File: config.mk
export PLATFORM = sky130hd
export DESIGN_NAME = ilvc_hash
export DESIGN_NICKNAME = d
export VERILOG_FILES = /design/src/hw/rtl/ilvc_pkg.sv /design/src/hw/rtl/ilvc_hash.sv
export SDC_FILE = /design/constraint.sdc
export NUM_CORES = 1
export LEC_CHECK = 0
export BUFFER_PORTS_ARGS = -buffer_cell sky130_fd_sc_hd__buf_4
export CAP_MARGIN = 20
export CORE_UTILIZATION = 25
export CTS_CLUSTER_DIAMETER = 60
export DETAILED_ROUTE_END_ITERATION = 16
export GPL_TIMING_DRIVEN = 0
export PLACE_DENSITY = 0.42
export SYNTH_ARGS = -nofsm -noshare
export SYNTH_HDL_FRONTEND = slang
export SYNTH_SLANG_ARGS = --single-unit
File: constraint.sdc
create_clock -name i_clk -period 31.6 [get_ports i_clk]
set_input_delay 6.32 -clock i_clk [delete_from_list [all_inputs] [get_ports i_clk]]
set_output_delay 6.32 -clock i_clk [all_outputs]
set_load 0.005 [all_outputs]
File: src/hw/rtl/ilvc_pkg.sv
// ----------------------------------------------------------------------------
// ilvc_pkg
// Shared types and constants for the instrument last-value cache.
// ----------------------------------------------------------------------------
package ilvc_pkg;

    localparam logic [31:0] FNV_BASIS = 32'd2166136261;
    localparam logic [31:0] FNV_PRIME = 32'd16777619;

    localparam logic [39:0] PRICE_MAX = 40'd999999999999;
    localparam logic [49:0] QTY_MAX   = 50'd999999999999999;
    localparam logic [59:0] TIME_MAX  = 60'd999999999999999999;

    // Result status codes
    localparam logic [1:0] ST_ACCEPTED = 2'd0;
    localparam logic [1:0] ST_CROSSED  = 2'd1;
    localparam logic [1:0] ST_FULL     = 2'd2;

    typedef struct packed {
        logic [63:0] key_word0;
        logic [63:0] key_word1;
        logic [63:0] key_word2;
        logic [55:0] key_word3;
        logic [4:0]  key_length;
        logic [39:0] bid_price;
        logic [39:0] ask_price;
        logic [39:0] last_price;
        logic [49:0] volume;
        logic [59:0] quote_time;
    } t_quote;

    typedef struct packed {
        logic [1:0]  status;
        logic [31:0] sequence_res;
        logic [4:0]  change_flags;
        logic [10:0] entry_index;
        logic [39:0] out_bid;
        logic [39:0] out_ask;
        logic [39:0] out_last;
        logic [49:0] out_volume;
        logic [59:0] out_time;
    } t_result;

endpackage

File: src/hw/rtl/ilvc_hash.sv
// ----------------------------------------------------------------------------
// ilvc_hash
// FNV-1a over the code, one byte a cycle, then hash mod table size by a
// reciprocal multiply: quotient estimate, remainder, then a correcting subtract.
// ----------------------------------------------------------------------------
module ilvc_hash import ilvc_pkg::*; #(
    parameter int TABLE_ENTRIES = 2048,
    parameter int KEY_BYTES_MAX = 32
) (
    input  logic                             i_clk,
    input  logic                             i_rst_n,
    input  logic                             i_start,
    input  logic [(KEY_BYTES_MAX-1)*8-1:0]   i_key,
    input  logic [4:0]                       i_len,
    output logic                             o_done,
    output logic [$clog2(TABLE_ENTRIES)-1:0] o_slot
);
    localparam int KW = (KEY_BYTES_MAX - 1) * 8;
    localparam int IW = $clog2(TABLE_ENTRIES);
    localparam logic [31:0] TV = 32'(TABLE_ENTRIES);
    // floor(2^32 / entries): quotient estimate is exact or one short
    localparam logic [31:0] RECIP = 32'((64'd1 << 32) / TABLE_ENTRIES);

    typedef enum logic [2:0] {H_IDLE, H_BYTE, H_QUO, H_REM, H_FIX} t_hstate;

    t_hstate         r_state;
    logic [31:0]     r_h;
    logic [KW-1:0]   r_sh;
    logic [4:0]      r_left;
    logic [31:0]     r_q;
    logic [31:0]     r_r;
    logic [IW-1:0]   r_rem;
    logic            r_done;
    logic [31:0]     n_mix;
    logic [63:0]     n_prod;
    logic [31:0]     n_qn;
    logic [31:0]     n_fix;

    assign n_mix  = r_h ^ {24'd0, r_sh[7:0]};
    assign n_prod = {32'd0, r_h} * {32'd0, RECIP};
    assign n_qn   = r_q * TV;
    assign n_fix  = (r_r >= TV) ? (r_r - TV) : r_r;

    always_ff @(posedge i_clk) begin
        if (!i_rst_n) begin
            r_state <= H_IDLE;
            r_done  <= 1'b0;
        end else begin
            r_done <= (r_state == H_FIX);
            case (r_state)
                H_IDLE: begin
                    if (i_start) begin
                        r_h     <= FNV_BASIS;
                        r_sh    <= i_key;
                        r_left  <= i_len;
                        r_state <= (i_len == 5'd0) ? H_QUO : H_BYTE;
                    end
                end
                H_BYTE: begin
                    r_h    <= n_mix * FNV_PRIME;
                    r_sh   <= r_sh >> 8;
                    r_left <= r_left - 5'd1;
                    if (r_left == 5'd1) begin
                        r_state <= H_QUO;
                    end
                end
                H_QUO: begin
                    r_q     <= n_prod[63:32];
                    r_state <= H_REM;
                end
                H_REM: begin
                    // remainder below twice the table size here
                    r_r     <= r_h - n_qn;
                    r_state <= H_FIX;
                end
                H_FIX: begin
                    r_rem   <= n_fix[IW-1:0];
                    r_state <= H_IDLE;
                end
                default: r_state <= H_IDLE;
            endcase
        end
    end

    assign o_done = r_done;
    assign o_slot = r_rem;
endmodule

==> impl_results.md <==
* FF-to-FF setup slack at 27,360 ps
* Largest net degree at the start of global routing at 13
* Peak VDD IR at 0.0415 mV
* Post_cts resized at 0
* Setup Buffers After CTS at 0
* Vias in the first global route at between 9,000 and 10,000
* Clk sinks at 290
* First-pass GRT wire length at 52,400 um
* CP endpoint kind: flop
* Tmin final at 8250 ps
* GRT Resource Usage Total at 0.128
* Startpoint types: primary input
* Worst Skew at 10.9 ps
* Total die area at approximately 53,000 um^2
* Clk slew on worst S/H paths at 50 ps
* Clock buffer depth at 3
* Vias per inst at 4.06
* Setup WS post-layout at roughly 23,000 ps
* WS Path Type: primary input to flop
* Max Fclk at 121 MHz
* Data required time of the critical path at 31,840 ps
* Layout cell share with drive strength beyond 1 at 0.241
* Vias at 9,237
* Die width at 231 um
* Worst hold path type: flop to flop
* Layout fillers at between 5,000 and 6,000
* Gate Count Post-Synth at 1,233
* Wire per inst at 14.9 um
* Synthesized Nets at 1,534
* Clk root buf: clkbuf_16
* Crit. path cell count at 9
* Post-synthesis sequential area ratio at 0.661
* Status: finished clean
* Buf/Inv on CP at 7
* Power per Cell Area at 67.9 nW/um^2
* Max_cap viols at 0
* TritonCTS clock tree: yes
* Worst hold margin at 417 ps
* # IOs at 268
* Synth cell types at 38
* Crit-path slowest cell: nor3_2
* Final setup viols at 0
* CTS buffer count at 38
* Slew @ Worst Pin at 955 ps
* Cell area after synthesis at 13,100 um^2
* Cts-stage hold buffer count at 0
* Drt drc at 0
* Worst reg2reg path depth at 15
* Core Region at between 50,000 and 60,000 um^2
* H-tree depth at 2
* RSZ-0062 raised after global routing: no
* Final Hold Fails at 0
* Gpl congestion at roughly 0.74
* Hold Crit Depth at 0
* Critical-path cell list: buf_4 > nand2b_1 > nor3_2 > buf_6 > buf_6 > buf_6 > buf_6 > buf_8 > buf_6
* Rows at 83
* Synthesis-to-finish area growth at 33.3%
* DP HPWL at 26,000 um
* Worst Path Max Fanout at 12
* Final wirelength at 33,900 um
* Initial antenna violation count at 2
* GR Overflow Total at 0
* YS warnings at 0
* DR pass1 iterations at 4
* Relative slew slack at 0.360
* Fin. max-slew vios at 0
* FF+latch count, synth at a little under 300
* Crit path DAT at 8480 ps
* Fin nets at 1,868
* Leakage at roughly 7.8 nW
* Crit-path leading delay family: buffers and inverters
* Initial Utilization at 0.254
* Most frequent CP cell: buf_6
* Syn avg cell area at 10.6 um^2
* Routed Antenna Nets at 0
* CP max stage delay at 790 ps
* Port buffer count at 267
* Iteration-0 DRC Markers at 474
* Height of the chip at around 230 um
* Setup WS pre-CTS at around 23,000 ps
* Clock latency on the worst-skew pair at approximately 540 ps
* Post-route clock period utilization at 0.261
## area by class of cell
type	count	area, um^2	share of cell area
diodes	1	2.50	0.000143
plain buffers	58	398	0.0228
clock buffers	46	1000	0.0573
clock inverters	21	168	0.00959
inverters	14	52.6	0.00301
multi-input cells	871	4020	0.230
flip-flops and latches	290	8670	0.496
well taps	680	851	0.0487
repair buffers	294	2320	0.133
## sequential cells by signal, indices dropped and copies added, names as in the netlist
name and flops:
r_left 5, o_slot 11, r_r 11, r_sh 248, o_done 1, r_h 11
r_state 3
## metal layers
layer,wire [um],vias up,GRT usage
met4,786,2,0.0451
met1,15100,4258,0.162
met5,12,-,0
met3,2130,52,0.0333
met2,15900,205,0.210
li1,-,4720,-
## metrics by stage
stage | total power, mW | instances | setup TNS (ps) | util | area [um^2]
final | 1.19 | 2275 | 0 | 0.339 | 17500
after global routing | 1.26 | 2274 | 0 | 0.339 | 17500
after CTS | 1.21 | 2273 | 0 | 0.338 | 17500
after detailed placement | 0.792 | 2206 | 0 | 0.316 | 16300
after global placement | 0.803 | 2180 | -981930 | 0.309 | 16000
after floorplan | 0.711 | 1233 | 0 | - | 13100
## worst paths after layout
check / start / end
setup / recovery: i_rst_n / r_sh[146]
hold / removal: r_r[2] / o_slot[2]
setup reg to reg: r_sh[1] / r_h[10]
hold reg to reg: r_r[2] / o_slot[2]
## cell families after synthesis
logic type	after synthesis	share of synthesized area
DFF	290	0.661
and+or+nand+nor	776	0.229
xor gates and xnor gates	28	0.0197
buffers and inverters	72	0.0343
adders and majority gates	45	0.0458
AOI/OAI and AO/OA	22	0.00992
## placed cells by master, fill, tap and decap left out, types with 9 or more instances in the layout
cell / instances
clkbuf_16: 39
ha_1: 40
xor2_1: 10
inv_1: 14
and2_1: 10
clkbuf_1: 28
nor2_1: 14
nand2_1: 732
xnor2_1: 17
buf_4: 273
edfxtp_1: 286
buf_6: 42
o21ai_0: 9
## synth_stat cells, drive strengths merged
master	number	area share
a211oi	2	0.0011
a21o	3	0.0017
a21oi	4	0.0015
a31oi	1	0.00048
and2	10	0.0048
and3	2	0.00095
buf	36	0.024
clkbuf	22	0.0064
dfxtp	4	0.0061
edfxtp	286	0.65
fa	5	0.0076
ha	40	0.038
inv	14	0.0040
nand2	733	0.21
nand2b	2	0.00095
nand3	1	0.00038
nand3b	2	0.0011
nand4b	1	0.00067
nor2	15	0.0049
nor2b	1	0.00048
nor3	4	0.0015
nor3b	1	0.00057
nor4bb	2	0.0015
o21a	1	0.00057
o21ai	9	0.0034
o21bai	1	0.00057
o22ai	1	0.00048
or4	1	0.00057
or4b	1	0.00076
xnor2	17	0.011
xnor3	1	0.0017
xor2	10	0.0067
## where the power goes
part           total [mW]  internal [mW]  switching (mW)
logic               0.300          0.145           0.155
registers           0.480          0.469          0.0106
clock network       0.406          0.243           0.164
No activity file was read; power rests on OpenSTA's default activity.
